==> src/kaf_pkg.sv <==
// Package for the angle and gyro-bias Kalman filter.
// Holds formats, ALU operation codes, operand codes, sequencer states and the micro-program.
// No dependencies.
`default_nettype none
package kaf_pkg;

  localparam int DATA_W   = 32;
  localparam int COV_FRAC = 30;
  localparam int DT_FRAC  = 20;
  localparam int CFG_W    = 30;
  localparam int DT_W     = 24;
  localparam int IDX_W    = 2;
  localparam int NSTEPS   = 29;
  localparam int STEP_W   = $clog2(NSTEPS);

  localparam logic [IDX_W-1:0] REG_Q_ANGLE    = 2'd0;
  localparam logic [IDX_W-1:0] REG_Q_BIAS     = 2'd1;
  localparam logic [IDX_W-1:0] REG_MEAS_NOISE = 2'd2;

  typedef enum logic [2:0] {
    OP_ADD,
    OP_SUB,
    OP_MUL20,
    OP_MUL30,
    OP_DIV
  } op_t;

  typedef enum logic [4:0] {
    R_ANGLE, R_BIAS, R_P0, R_P1, R_P2, R_P3,
    R_T, R_DP, R_TMP, R_S, R_K0, R_K1, R_Y,
    R_MEAS, R_GYRO, R_DT, R_QA, R_QB, R_RM
  } opnd_t;

  typedef enum logic [1:0] {
    S_IDLE,
    S_ISSUE,
    S_WAIT,
    S_OUT
  } state_t;

  typedef struct packed {
    logic start;
    op_t  op;
  } alu_req_t;

  typedef struct packed {
    op_t   op;
    opnd_t a;
    opnd_t b;
    opnd_t dst;
  } uop_t;

  // One filter update as a sequence of two-operand operations on the shared unit.
  function automatic uop_t uop_rom(input logic [STEP_W-1:0] step);
    uop_t u;
    u = '{OP_ADD, R_ANGLE, R_T, R_ANGLE};
    unique case (step)
      5'd0:  u = '{OP_SUB,   R_GYRO,  R_BIAS,  R_TMP};
      5'd1:  u = '{OP_MUL20, R_DT,    R_TMP,   R_T};
      5'd2:  u = '{OP_ADD,   R_ANGLE, R_T,     R_ANGLE};
      5'd3:  u = '{OP_MUL20, R_DT,    R_P3,    R_DP};
      5'd4:  u = '{OP_SUB,   R_DP,    R_P1,    R_TMP};
      5'd5:  u = '{OP_SUB,   R_TMP,   R_P2,    R_TMP};
      5'd6:  u = '{OP_ADD,   R_TMP,   R_QA,    R_TMP};
      5'd7:  u = '{OP_MUL20, R_DT,    R_TMP,   R_T};
      5'd8:  u = '{OP_ADD,   R_P0,    R_T,     R_P0};
      5'd9:  u = '{OP_SUB,   R_P1,    R_DP,    R_P1};
      5'd10: u = '{OP_SUB,   R_P2,    R_DP,    R_P2};
      5'd11: u = '{OP_MUL20, R_QB,    R_DT,    R_T};
      5'd12: u = '{OP_ADD,   R_P3,    R_T,     R_P3};
      5'd13: u = '{OP_ADD,   R_P0,    R_RM,    R_S};
      5'd14: u = '{OP_DIV,   R_P0,    R_S,     R_K0};
      5'd15: u = '{OP_DIV,   R_P2,    R_S,     R_K1};
      5'd16: u = '{OP_SUB,   R_MEAS,  R_ANGLE, R_Y};
      5'd17: u = '{OP_MUL30, R_K0,    R_Y,     R_T};
      5'd18: u = '{OP_ADD,   R_ANGLE, R_T,     R_ANGLE};
      5'd19: u = '{OP_MUL30, R_K1,    R_Y,     R_T};
      5'd20: u = '{OP_ADD,   R_BIAS,  R_T,     R_BIAS};
      5'd21: u = '{OP_MUL30, R_K1,    R_P0,    R_T};
      5'd22: u = '{OP_SUB,   R_P2,    R_T,     R_P2};
      5'd23: u = '{OP_MUL30, R_K1,    R_P1,    R_T};
      5'd24: u = '{OP_SUB,   R_P3,    R_T,     R_P3};
      5'd25: u = '{OP_MUL30, R_K0,    R_P0,    R_T};
      5'd26: u = '{OP_SUB,   R_P0,    R_T,     R_P0};
      5'd27: u = '{OP_MUL30, R_K0,    R_P1,    R_T};
      5'd28: u = '{OP_SUB,   R_P1,    R_T,     R_P1};
      default: u = '{OP_ADD, R_ANGLE, R_T, R_ANGLE};
    endcase
    return u;
  endfunction

endpackage
`default_nettype wire

==> src/kaf_in_if.sv <==
// Input channel of the Kalman filter: one sample per transaction.
// Depends on kaf_pkg.
`default_nettype none
interface kaf_in_if;
  logic                            valid;
  logic                            ready;
  logic                            func;
  logic signed [kaf_pkg::DATA_W-1:0] measured_angle;
  logic signed [kaf_pkg::DATA_W-1:0] gyro_rate;
  logic        [kaf_pkg::DT_W-1:0]   time_step;
  modport source (output valid, func, measured_angle, gyro_rate, time_step, input ready);
  modport sink   (input valid, func, measured_angle, gyro_rate, time_step, output ready);
endinterface
`default_nettype wire

==> src/kaf_out_if.sv <==
// Result channel of the Kalman filter: one filtered angle per transaction.
// Depends on kaf_pkg.
`default_nettype none
interface kaf_out_if;
  logic                              valid;
  logic                              ready;
  logic signed [kaf_pkg::DATA_W-1:0] filtered_angle;
  modport source (output valid, filtered_angle, input ready);
  modport sink   (input valid, filtered_angle, output ready);
endinterface
`default_nettype wire

==> src/kaf_cfg_if.sv <==
// Configuration write channel of the Kalman filter.
// Depends on kaf_pkg.
`default_nettype none
interface kaf_cfg_if;
  logic                        valid;
  logic                        ready;
  logic [kaf_pkg::IDX_W-1:0]   index;
  logic [kaf_pkg::DATA_W-1:0]  data;
  modport source (output valid, index, data, input ready);
  modport sink   (input valid, index, data, output ready);
endinterface
`default_nettype wire

==> src/kaf_alu.sv <==
// Shared arithmetic unit: saturating add and subtract, rounded fixed-point multiply
// and a restoring divider that produces one quotient bit per cycle. Depends on kaf_pkg.
`default_nettype none
module kaf_alu (
  input  wire logic                     clk,
  input  wire logic                     rst,
  input  wire kaf_pkg::alu_req_t        req,
  input  wire logic [kaf_pkg::DATA_W-1:0] a,
  input  wire logic [kaf_pkg::DATA_W-1:0] b,
  output logic                          done,
  output logic [kaf_pkg::DATA_W-1:0]    result
);
  import kaf_pkg::*;

  localparam int DVD_W = DATA_W + COV_FRAC;
  localparam int CNT_W = $clog2(DVD_W);

  logic [DATA_W-1:0]   ma, mb;
  logic                neg_in;
  logic [DATA_W:0]     sum, diff;
  logic [2*DATA_W-1:0] prod, rnd, mq;
  logic                neg, sh30, mul_pend, div_busy, div_fin;
  logic [DVD_W-1:0]    dvd;
  logic [DATA_W-1:0]   rem, dvs, rem_next;
  logic [DATA_W:0]     rem_sh;
  logic                ge;
  logic [CNT_W-1:0]    cnt;

  // Saturate a magnitude to the signed range and apply the sign.
  function automatic logic [DATA_W-1:0] sat_mag(input logic n, input logic [2*DATA_W-1:0] q);
    logic [2*DATA_W-1:0] lim, m;
    lim = n ? (64'd1 << (DATA_W - 1)) : ((64'd1 << (DATA_W - 1)) - 64'd1);
    m = (q > lim) ? lim : q;
    return n ? DATA_W'(-m) : m[DATA_W-1:0];
  endfunction

  function automatic logic [DATA_W-1:0] sat_sum(input logic [DATA_W:0] s);
    logic [DATA_W-1:0] r;
    if (s[DATA_W] != s[DATA_W-1]) begin
      r = s[DATA_W] ? {1'b1, {(DATA_W-1){1'b0}}} : {1'b0, {(DATA_W-1){1'b1}}};
    end else begin
      r = s[DATA_W-1:0];
    end
    return r;
  endfunction

  always_comb begin
    ma     = a[DATA_W-1] ? DATA_W'(-a) : a;
    mb     = b[DATA_W-1] ? DATA_W'(-b) : b;
    neg_in = (a[DATA_W-1] ^ b[DATA_W-1]) && (a != '0) && (b != '0);
    sum    = {a[DATA_W-1], a} + {b[DATA_W-1], b};
    diff   = {a[DATA_W-1], a} - {b[DATA_W-1], b};
    rnd    = prod + (sh30 ? (64'd1 << (COV_FRAC - 1)) : (64'd1 << (DT_FRAC - 1)));
    mq     = sh30 ? (rnd >> COV_FRAC) : (rnd >> DT_FRAC);
    rem_sh = {rem, dvd[DVD_W-1]};
    ge     = rem_sh >= {1'b0, dvs};
    rem_next = ge ? DATA_W'(rem_sh - {1'b0, dvs}) : rem_sh[DATA_W-1:0];
  end

  always_ff @(posedge clk) begin
    if (rst) begin
      done     <= 1'b0;
      mul_pend <= 1'b0;
      div_busy <= 1'b0;
      div_fin  <= 1'b0;
    end else begin
      done <= 1'b0;
      if (req.start) begin
        case (req.op)
          OP_ADD: begin
            result <= sat_sum(sum);
            done   <= 1'b1;
          end
          OP_SUB: begin
            result <= sat_sum(diff);
            done   <= 1'b1;
          end
          OP_MUL20, OP_MUL30: begin
            prod     <= ma * mb;
            neg      <= neg_in;
            sh30     <= (req.op == OP_MUL30);
            mul_pend <= 1'b1;
          end
          OP_DIV: begin
            if (mb == '0) begin
              result <= '0;
              done   <= 1'b1;
            end else begin
              dvd      <= {ma, {COV_FRAC{1'b0}}};
              rem      <= '0;
              dvs      <= mb;
              neg      <= neg_in;
              cnt      <= '0;
              div_busy <= 1'b1;
            end
          end
          default: begin
            result <= '0;
            done   <= 1'b1;
          end
        endcase
      end
      if (mul_pend) begin
        mul_pend <= 1'b0;
        result   <= sat_mag(neg, mq);
        done     <= 1'b1;
      end
      if (div_busy) begin
        rem <= rem_next;
        dvd <= {dvd[DVD_W-2:0], ge};
        cnt <= cnt + 1'b1;
        if (cnt == CNT_W'(DVD_W - 1)) begin
          div_busy <= 1'b0;
          div_fin  <= 1'b1;
        end
      end
      if (div_fin) begin
        div_fin <= 1'b0;
        result  <= sat_mag(neg, {{(2*DATA_W-DVD_W){1'b0}}, dvd});
        done    <= 1'b1;
      end
    end
  end

endmodule
`default_nettype wire

==> src/kalman_angle_filter.sv <==
// Top level of the angle and gyro-bias Kalman filter: state registers, sequencer and ports.
// Depends on kaf_pkg, kaf_in_if, kaf_out_if, kaf_cfg_if and kaf_alu.
//
//   channel   direction  carries
//   sample    in         func, measured_angle, gyro_rate, time_step
//   result    out        filtered_angle
//   cfg       in         index, data (q_angle, q_bias, meas_noise)
//
// A load-angle sample gives its result in the next cycle. An update runs 29 operations on the
// shared unit in turn: adds and subtracts register the result directly, multiplies first
// register the product, and a division develops 62 quotient bits unless the divisor is zero.
// Reset clears the estimates and the covariance and restores the default noise terms.
// The sample channel is not ready until the result transaction has completed, and is ready
// again in the cycle after it.
`default_nettype none
module kalman_angle_filter (
  input wire logic  clk,
  input wire logic  rst,
  kaf_in_if.sink    sample,
  kaf_out_if.source result,
  kaf_cfg_if.sink   cfg
);
  import kaf_pkg::*;

  state_t state, state_next;
  logic [STEP_W-1:0] step;
  logic [DATA_W-1:0] angle, bias, p0, p1, p2, p3, t, dp, tmp, s, k0, k1, y;
  logic [DATA_W-1:0] meas, gyro;
  logic [DT_W-1:0]   dt;
  logic [CFG_W-1:0]  q_angle, q_bias, meas_noise;
  uop_t              uop;
  alu_req_t          req;
  logic              alu_done;
  logic [DATA_W-1:0] alu_a, alu_b, alu_res;
  logic              in_fire;

  function automatic logic [DATA_W-1:0] pick(input opnd_t sel,
      input logic [DATA_W-1:0] va, vb, v0, v1, v2, v3, vt, vdp, vtmp, vs, vk0, vk1, vy,
      input logic [DATA_W-1:0] vm, vg, input logic [DT_W-1:0] vdt,
      input logic [CFG_W-1:0] vqa, vqb, vrm);
    logic [DATA_W-1:0] r;
    case (sel)
      R_ANGLE: r = va;
      R_BIAS:  r = vb;
      R_P0:    r = v0;
      R_P1:    r = v1;
      R_P2:    r = v2;
      R_P3:    r = v3;
      R_T:     r = vt;
      R_DP:    r = vdp;
      R_TMP:   r = vtmp;
      R_S:     r = vs;
      R_K0:    r = vk0;
      R_K1:    r = vk1;
      R_Y:     r = vy;
      R_MEAS:  r = vm;
      R_GYRO:  r = vg;
      R_DT:    r = DATA_W'(vdt);
      R_QA:    r = DATA_W'(vqa);
      R_QB:    r = DATA_W'(vqb);
      R_RM:    r = DATA_W'(vrm);
      default: r = '0;
    endcase
    return r;
  endfunction

  assign uop     = uop_rom(step);
  assign in_fire = sample.valid && sample.ready;
  assign cfg.ready = 1'b1;

  always_comb begin
    alu_a = pick(uop.a, angle, bias, p0, p1, p2, p3, t, dp, tmp, s, k0, k1, y,
                 meas, gyro, dt, q_angle, q_bias, meas_noise);
    alu_b = pick(uop.b, angle, bias, p0, p1, p2, p3, t, dp, tmp, s, k0, k1, y,
                 meas, gyro, dt, q_angle, q_bias, meas_noise);
  end

  kaf_alu u_alu (
    .clk    (clk),
    .rst    (rst),
    .req    (req),
    .a      (alu_a),
    .b      (alu_b),
    .done   (alu_done),
    .result (alu_res)
  );

  always_comb begin
    state_next = state;
    unique case (state)
      S_IDLE:  if (in_fire) state_next = sample.func ? S_OUT : S_ISSUE;
      S_ISSUE: state_next = S_WAIT;
      S_WAIT: begin
        if (alu_done) state_next = (step == STEP_W'(NSTEPS - 1)) ? S_OUT : S_ISSUE;
      end
      S_OUT:   if (result.ready) state_next = S_IDLE;
    endcase
  end

  always_comb begin
    sample.ready = (state == S_IDLE);
    result.valid = (state == S_OUT);
    result.filtered_angle = angle;
    req.start = (state == S_ISSUE);
    req.op    = uop.op;
  end

  always_ff @(posedge clk) begin
    if (rst) begin
      state      <= S_IDLE;
      step       <= '0;
      angle      <= '0;
      bias       <= '0;
      p0         <= '0;
      p1         <= '0;
      p2         <= '0;
      p3         <= '0;
      q_angle    <= CFG_W'(1073742);
      q_bias     <= CFG_W'(3221225);
      meas_noise <= CFG_W'(32212255);
    end else begin
      state <= state_next;
      if (cfg.valid) begin
        case (cfg.index)
          REG_Q_ANGLE:    q_angle    <= cfg.data[CFG_W-1:0];
          REG_Q_BIAS:     q_bias     <= cfg.data[CFG_W-1:0];
          REG_MEAS_NOISE: meas_noise <= cfg.data[CFG_W-1:0];
          default: ;
        endcase
      end
      if (in_fire) begin
        meas <= sample.measured_angle;
        gyro <= sample.gyro_rate;
        dt   <= sample.time_step;
        step <= '0;
        if (sample.func) angle <= sample.measured_angle;
      end
      if (state == S_WAIT && alu_done) begin
        step <= step + 1'b1;
        case (uop.dst)
          R_ANGLE: angle <= alu_res;
          R_BIAS:  bias  <= alu_res;
          R_P0:    p0    <= alu_res;
          R_P1:    p1    <= alu_res;
          R_P2:    p2    <= alu_res;
          R_P3:    p3    <= alu_res;
          R_T:     t     <= alu_res;
          R_DP:    dp    <= alu_res;
          R_TMP:   tmp   <= alu_res;
          R_S:     s     <= alu_res;
          R_K0:    k0    <= alu_res;
          R_K1:    k1    <= alu_res;
          R_Y:     y     <= alu_res;
          default: ;
        endcase
      end
    end
  end

endmodule
`default_nettype wire

==> src/flat_wrapper.sv <==
// flat-port wrapper written by rule: the top's interface ports become plain ports
module kalman_angle_filter_flat import kaf_pkg::*;
  (clk, rst, sample_valid, sample_func, sample_measured_angle, sample_gyro_rate, sample_time_step, sample_ready, result_valid, result_filtered_angle, result_ready, cfg_valid, cfg_index, cfg_data, cfg_ready);
  kaf_in_if sample_i ();
  kaf_out_if result_i ();
  kaf_cfg_if cfg_i ();
  input wire logic clk;
  input wire logic rst;
  input wire logic [$bits(sample_i.valid)-1:0] sample_valid;
  input wire logic [$bits(sample_i.func)-1:0] sample_func;
  input wire logic [$bits(sample_i.measured_angle)-1:0] sample_measured_angle;
  input wire logic [$bits(sample_i.gyro_rate)-1:0] sample_gyro_rate;
  input wire logic [$bits(sample_i.time_step)-1:0] sample_time_step;
  output wire logic [$bits(sample_i.ready)-1:0] sample_ready;
  output wire logic [$bits(result_i.valid)-1:0] result_valid;
  output wire logic [$bits(result_i.filtered_angle)-1:0] result_filtered_angle;
  input wire logic [$bits(result_i.ready)-1:0] result_ready;
  input wire logic [$bits(cfg_i.valid)-1:0] cfg_valid;
  input wire logic [$bits(cfg_i.index)-1:0] cfg_index;
  input wire logic [$bits(cfg_i.data)-1:0] cfg_data;
  output wire logic [$bits(cfg_i.ready)-1:0] cfg_ready;
  assign sample_i.valid = sample_valid;
  assign sample_i.func = sample_func;
  assign sample_i.measured_angle = sample_measured_angle;
  assign sample_i.gyro_rate = sample_gyro_rate;
  assign sample_i.time_step = sample_time_step;
  assign sample_ready = sample_i.ready;
  assign result_valid = result_i.valid;
  assign result_filtered_angle = result_i.filtered_angle;
  assign result_i.ready = result_ready;
  assign cfg_i.valid = cfg_valid;
  assign cfg_i.index = cfg_index;
  assign cfg_i.data = cfg_data;
  assign cfg_ready = cfg_i.ready;
  kalman_angle_filter u_core (.clk(clk), .rst(rst), .sample(sample_i), .result(result_i), .cfg(cfg_i));
endmodule
==> config.mk <==
export PLATFORM = sky130hd
export DESIGN_NAME = kalman_angle_filter_flat
export DESIGN_NICKNAME = d
export VERILOG_FILES = /design/src/kaf_pkg.sv /design/src/kaf_in_if.sv /design/src/kaf_out_if.sv /design/src/kaf_cfg_if.sv /design/src/kaf_alu.sv /design/src/kalman_angle_filter.sv /design/src/flat_wrapper.sv
export SDC_FILE = /design/constraint.sdc
export NUM_CORES = 2
export LEC_CHECK = 0
export ABC_AREA = 0
export BUFFER_PORTS_ARGS = -buffer_cell sky130_fd_sc_hd__buf_4
export CAP_MARGIN = 0
export CELL_PAD_IN_SITES_DETAIL_PLACEMENT = 1
export CELL_PAD_IN_SITES_GLOBAL_PLACEMENT = 1
export CORE_ASPECT_RATIO = 1.4
export CORE_UTILIZATION = 34
export CTS_CLUSTER_SIZE = 25
export DETAILED_ROUTE_END_ITERATION = 8
export HOLD_SLACK_MARGIN = 0.15
export PLACE_DENSITY_LB_ADDON = 0.05
export SLEW_MARGIN = 20
export SYNTH_ARGS = -nofsm -noshare
export SYNTH_HDL_FRONTEND = slang
export SYNTH_SLANG_ARGS = --single-unit
==> constraint.sdc <==
create_clock -name clk -period 22.4 [get_ports clk]
set_input_delay 2.24 -clock clk [delete_from_list [all_inputs] [get_ports clk]]
set_output_delay 2.24 -clock clk [all_outputs]
set_load 0.005 [all_outputs]
Word-level counts from Yosys, hierarchy flattened --
Memory sizes are Yosys's and may differ from the RTL's. A register that Yosys moved wholly into a read port is not among the register bits. Cells that the tools add are included.
Storage, ports and cells: logic and storage cells 225, output and inout bits 35, input port bits 128, register bits after elaboration 835, memory bits (read-only) 544, memories 1
Cells by class: reductions and logical operators 43, multiply operators 1, magnitude comparators 3, eq/ne operators 68, $add $sub $neg 10, bitwise operators 5, mux-type cells 61
Memories:
- (name not given) | words 32, bits a word 17, read ports 1, clocked after Yosys merged registers in 1, write ports 0, RTL line kaf_pkg.sv:57 | unique case (step)
Operator list (count):
- $pmux 32 s19 | 2
- $mux 32 | 24
- $mux 62 | 4
- $neg 32->32 | 4
- $pmux 32 s4 | 1
- $eq 5x4->1 const B | 21
- $add 64x30->64 | 1
- $mul 32x32->64 | 1
- $reduce_bool 32->1 | 2
- $gt 62x32->1 | 1
- $eq 5x3->1 const B | 12
- $gt 44x32->1 | 1
- $mux 44 | 1
- $eq 5x5->1 const B | 7
- $add 32x32->33 | 1
- $ge 33x32->1 | 1
- $sub 32x32->33 | 1
- $logic_not 32->1 | 1
- $sub 32x32->32 | 1
- $eq 5x2->1 const B | 6
- $mux 30 | 1
- $reduce_and 3->1 | 9
- $mux 6 | 4
- $mux 5 | 4
- other kinds (30) | 80

Longest topological paths before layout --
depth after elaboration 10, gate-level depth with buffers 49

By module --
From an unflattened synthesis, not the netlist that was laid out.
Unflattened totals: cell total of the unflattened synthesis 9253, area total of the unflattened synthesis 81907.3 um^2
By module, submodules not included:
- kaf_alu | area an instance 52470.3 um^2, seq. area each 6416.2 um^2, times used 1, cells an instance 6093
- kalman_angle_filter | area an instance 29437.0 um^2, seq. area each 15494.9 um^2, times used 1, cells an instance 3160

Worst setup path before layout --
OpenSTA, ideal clock, no wires.
kind reg2reg, start point register u_core.uop[10] (netlist name), end point register u_core.u_alu.prod[53], data pin, path buffers 6, arrival time 11.171 ns, slack 11.090 ns, data required time 22.261 ns, stages on the path, launching flop included 47, cells stage by stage dfxtp_1 > buf_4 > nor3b_1 > clkbuf_1 > and2_4 > a2111oi_0 > and3_1 > and3_1 > clkbuf_1 > clkbuf_1 > ha_1 > inv_1 > nor3_1 > and4b_1 > and2_1 > nor2b_1 > nand2_1 > o21ai_0 > (+11 left out) > fa_1 > fa_1 > inv_1 > fa_1 > inv_1 > ha_1 > clkbuf_1 > a21o_1 > a21o_1 > a21oi_1 > o21ai_0 > a21oi_1 > a21boi_1 > o21ai_1 > a21oi_1 > o21ai_1 > or4b_2 > nand4b_1
Between the ends: cells in the longest elaborated chain, start to end 5, elaborated cells between the ends (all ways) 23
RTL lines:
- $eq 5x5->1, or another cell as far along | RTL line kalman_angle_filter.sv:42 | case (sel)
- $pmux 32 s19 * | RTL line kalman_angle_filter.sv:42
- $neg 32->32 | RTL line kaf_alu.sv:48 | ma = a[DATA_W-1] ? DATA_W'(-a) : a;
- $mux 32 * | RTL line kaf_alu.sv:48
- $mul 32x32->64 * | RTL line kaf_alu.sv:79 | prod <= ma * mb;
- end signal: assignment | RTL line kaf_alu.sv:79
- end: declaration | RTL line kaf_alu.sv:21 | logic [2*DATA_W-1:0] prod, rnd, mq;
Every way passes the cells marked *; elsewhere a longest branch is shown, timed or not. A chain may end at the register's enable or synchronous reset.

Final worst setup path --
start point register u_core.uop[5] (netlist name), end point register u_core.u_alu.prod[63], data pin
Between the ends: cells in the longest elaborated chain, start to end 5, elaborated cells between the ends (all ways) 23
RTL lines:
- $eq 5x5->1, or another cell as far along | RTL line kalman_angle_filter.sv:42
- $pmux 32 s19 * | RTL line kalman_angle_filter.sv:42
- $neg 32->32 | RTL line kaf_alu.sv:49 | mb = b[DATA_W-1] ? DATA_W'(-b) : b;
- $mux 32 * | RTL line kaf_alu.sv:49
- $mul 32x32->64 * | RTL line kaf_alu.sv:79
Marked as above.

==> impl_metrics.env <==
export IMPL_cts_hold_buf=0
export IMPL_synth_adder_area_share_pct=28.84
export IMPL_utilization_pct=37.96
export IMPL_yosys_warnings=0
export IMPL_hold_viol=0
export IMPL_start_util_pct=34.17
export IMPL_syn2layout_area_growth_pct=11.10
export IMPL_synth_edf_count=523
export IMPL_drt_initial_drc_count=6133
export IMPL_clkPwrFrac_pct=42.6
export IMPL_pwr_share_seq_pct=42.7
export IMPL_ios=163
export IMPL_muxShareOfSynthArea_pct=1.150
export IMPL_ys_seq_area_share_pct=26.95
export IMPL_setup_viol=0
export IMPL_grt_pass1_vias=76650
export IMPL_grt_pass1_wl_microns=570700
export IMPL_io_buffers=159
export IMPL_drive_gt1_share_pct=8.558
export IMPL_power_leakage_nw=38.37
export IMPL_clock_path_buffers=3
export IMPL_grt_util_all_layers_pct=33.08
export IMPL_h_tree_depth=3
export IMPL_die_w_microns=415.3
export IMPL_sw_frac_of_total_pct=29.86
export IMPL_crit_type="flop to flop"
export IMPL_tns_ns=0
export IMPL_dieHeight_microns=580.6
export IMPL_synth_nets=10580
export IMPL_finClkSkew_ns=0.05786
export IMPL_status="complete, no violations"
export IMPL_p_comb_share_pct=14.7
export IMPL_synth_avg_cell_area_sq_um=8.917
export IMPL_num_rows=212
export IMPL_place_gp_congestion=0.9317
export IMPL_cap_violations=0
export IMPL_final_period_utilization_pct=71.34
export IMPL_vias=71650
export IMPL_rsz0062_at_grt="false"
export IMPL_wl_per_cell_microns=32.92
export IMPL_worstSkewPairLatency_ns=0.76
export IMPL_wirelength_microns=403200
export IMPL_post_route_drc_count=0
export IMPL_final_antenna_net_count=0
export IMPL_ir_drop_v=0.00006607
export IMPL_crit_path_start_kind="flop"
export IMPL_powerDensity_mw_per_mm2=43.72
export IMPL_crit_fanout=33
export IMPL_postCtsSetupBuffers=0
export IMPL_grt_max_degree=164
export IMPL_yosys_area_share_simple_pct=18.05
export IMPL_dpl_hpwl_microns=290200
export IMPL_gr_total_overflow=0
export IMPL_die_area_sq_mm=0.2411
export IMPL_async_flop_share_pct=0
export IMPL_cp_common_cell="fa_1"
export IMPL_timing_fmax_mhz=62.58
export IMPL_hold_path_class="flop to flop"
export IMPL_cp_slowest_stage_delay_ns=0.92
export IMPL_yosys_area_share_xor_xnor_pct=2.780
export IMPL_synth_top_family_by_area="adder cells"
export IMPL_postCtsResizedCells=0
export IMPL_cts_buffers=95
export IMPL_clockRootBuffer="clkbuf_16"
export IMPL_power_switching_mw=1.179
export IMPL_synth_compound_area_share_pct=14.10
export IMPL_critical_path_arrival_ns=16.42
export IMPL_required_ns=22.84
export IMPL_worst_pin_slew_ns=1.198
export IMPL_clock_sinks=833
export IMPL_final_nets=10520
export IMPL_clkTransAtPathRegs_ns=0.07
export IMPL_cts_tree="built"
export IMPL_routed_via_density=5.850
export IMPL_power_internal_mw=2.770
export IMPL_end_kind="flop"
export IMPL_netlist_cell_type_count=108
export IMPL_synth_ff_type="edfxtp_1"
export IMPL_antenna_found_initial=16
export IMPL_synth_area_sq_mm=0.08129
export IMPL_synthCells=9117
export IMPL_slew_headroom_pct=20.07
export IMPL_period_needed_ns=15.98
export IMPL_coreArea_sq_mm=0.2379
export IMPL_crit_slowest_cell="nor3b_2"
export IMPL_firstDrtPassIters=8
export IMPL_ys_seq_elements=833
export IMPL_slew_violations=0
-- final cells by class --
type / count / area (sq um)
Antenna cell: 7 / 17.52
Clock buffer: 140 / 2709
Clock inverter: 38 / 533.0
Fill cell: 27320 / 147600
Inverter: 1144 / 4295
Multi-Input combinational cell: 6568 / 53800
Sequential cell: 833 / 21910
Tap cell: 3103 / 3882
Timing Repair Buffer: 415 / 3159
-- sequential cells by signal, indices dropped and copies added, names as in the netlist, 32 cells and up --
register and cells:
u_core.gyro 32, u_core.u_alu.prod 45, u_core.p3 32, u_core.u_alu.result 32
u_core.p1 32, u_core.u_alu.dvs 32, u_core.t 32, u_core.u_alu.rem 32
u_core.u_alu.dvd 62, u_core.k1 32, u_core.tmp 32, u_core.dp 32
u_core.k0 32, u_core.result.filtered_angle 32, u_core.p0 32, u_core.bias 32
u_core.y 32, u_core.p2 32, u_core.s 32, u_core.meas 32
-- synthesized netlist by cell type, types with 197 or more instances --
master,n,share of area (%)
edfxtp_1,523,19
nand2_1,1318,6.1
a21oi_1,490,3.0
fa_1,898,22
nor2_1,798,3.7
and3_1,197,1.5
inv_1,1130,5.2
o21ai_0,212,1.3
dfxtp_1,310,7.6
a22oi_1,397,3.7
clkbuf_1,454,2.1
ha_1,437,6.7
-- power groups by stage --
stage               Combinational (mW)  Clock [mW]  Sequential (mW)
floorplan                        0.283           0             1.70
global placement                 0.573           0             1.72
detailed placement               0.578           0             1.72
CTS                              0.582        1.72             1.68
global route                     0.611        1.76             1.69
finish                           0.581        1.68             1.69
-- per-layer routing --
metal  GRT usage (%)  part of all wire (%)  vias to the layer above
met1           37.16                    37                    37270
met2           59.17                    50                     2767
met3           3.469                   5.1                     1022
li1                -                     -                    30570
met5               0                 0.016                        -
met4           21.59                   7.9                        8
-- worst paths after layout --
path              depth (start not counted)             from                    end  slack, ns
setup reg to reg                         42    u_core.uop[5]  u_core.u_alu.prod[63]       6.42
hold / removal                            2  u_core.bias[11]        u_core.bias[11]       0.47
hold reg to reg                           2  u_core.bias[11]        u_core.bias[11]       0.47
setup / recovery                         42    u_core.uop[5]  u_core.u_alu.prod[63]       6.42
-- cell families (layout without fill, tap and decap cells) --
family                   count (synthesis)  count (layout)
AND/OR/NAND/NOR                       3173            3173
buffers and inverters                 1716            1737
AO/OA/AOI/OAI                         1713            1713
adder cells (fa/ha/maj)               1335            1335
flip-flops                             833             833
XOR/XNOR                               255             255
multiplexers                            91              91
other                                    1               8
-- metrics by stage --
stage | std cells | cell area, sq um | power, mW | hold slack (ns) | setup slack (ns)
4_1_cts | 12240 | 90250 | 3.985 | 0.4668 | 6.581
6_report | 12250 | 90310 | 3.949 | 0.4687 | 6.420
5_1_grt | 12250 | 90310 | 4.059 | 0.4873 | 6.298
2_1_floorplan | 9117 | 81290 | 1.982 | 0.4404 | 11.09
3_3_place_gp | 12060 | 86970 | 2.290 | 0.4513 | 6.684
3_5_place_dp | 12060 | 87010 | 2.294 | 0.4581 | 6.678
-- cell usage in the layout (no fill, tap or decap), types with 33 or more instances in the layout --
cell type	n
a21o_1	100
fa_1	898
a211oi_1	66
nor4_1	51
nand4_1	112
dfxtp_1	308
o21ai_0	211
a22o_1	37
xnor2_2	48
edfxtp_1	523
a2111oi_0	49
and3_1	196
nand2b_1	51
nand3b_1	42
buf_4	410
nand3_1	121
mux2i_1	73
a22oi_1	397
nor2b_1	48
and2_1	111
nor3_1	109
clkbuf_16	97
nor2_1	788
ha_1	437
a21oi_1	490
o21a_1	33
xor2_1	53
or3_1	51
inv_1	1129
xnor2_1	133
a31oi_1	42
nand2_1	1313
-- critical path, delay by kind of cell (launching register included) --
| family | cells | cell delay (ns) |
|---|---|---|
| flops | 1 | 0.30 |
| buf+inv | 12 | 3.69 |
| simple gates | 11 | 3.57 |
| fa+ha+maj | 10 | 4.85 |
| xor+xnor | 2 | 0.28 |
| compound gates | 7 | 2.72 |
Power figures use the tool's default switching activity.
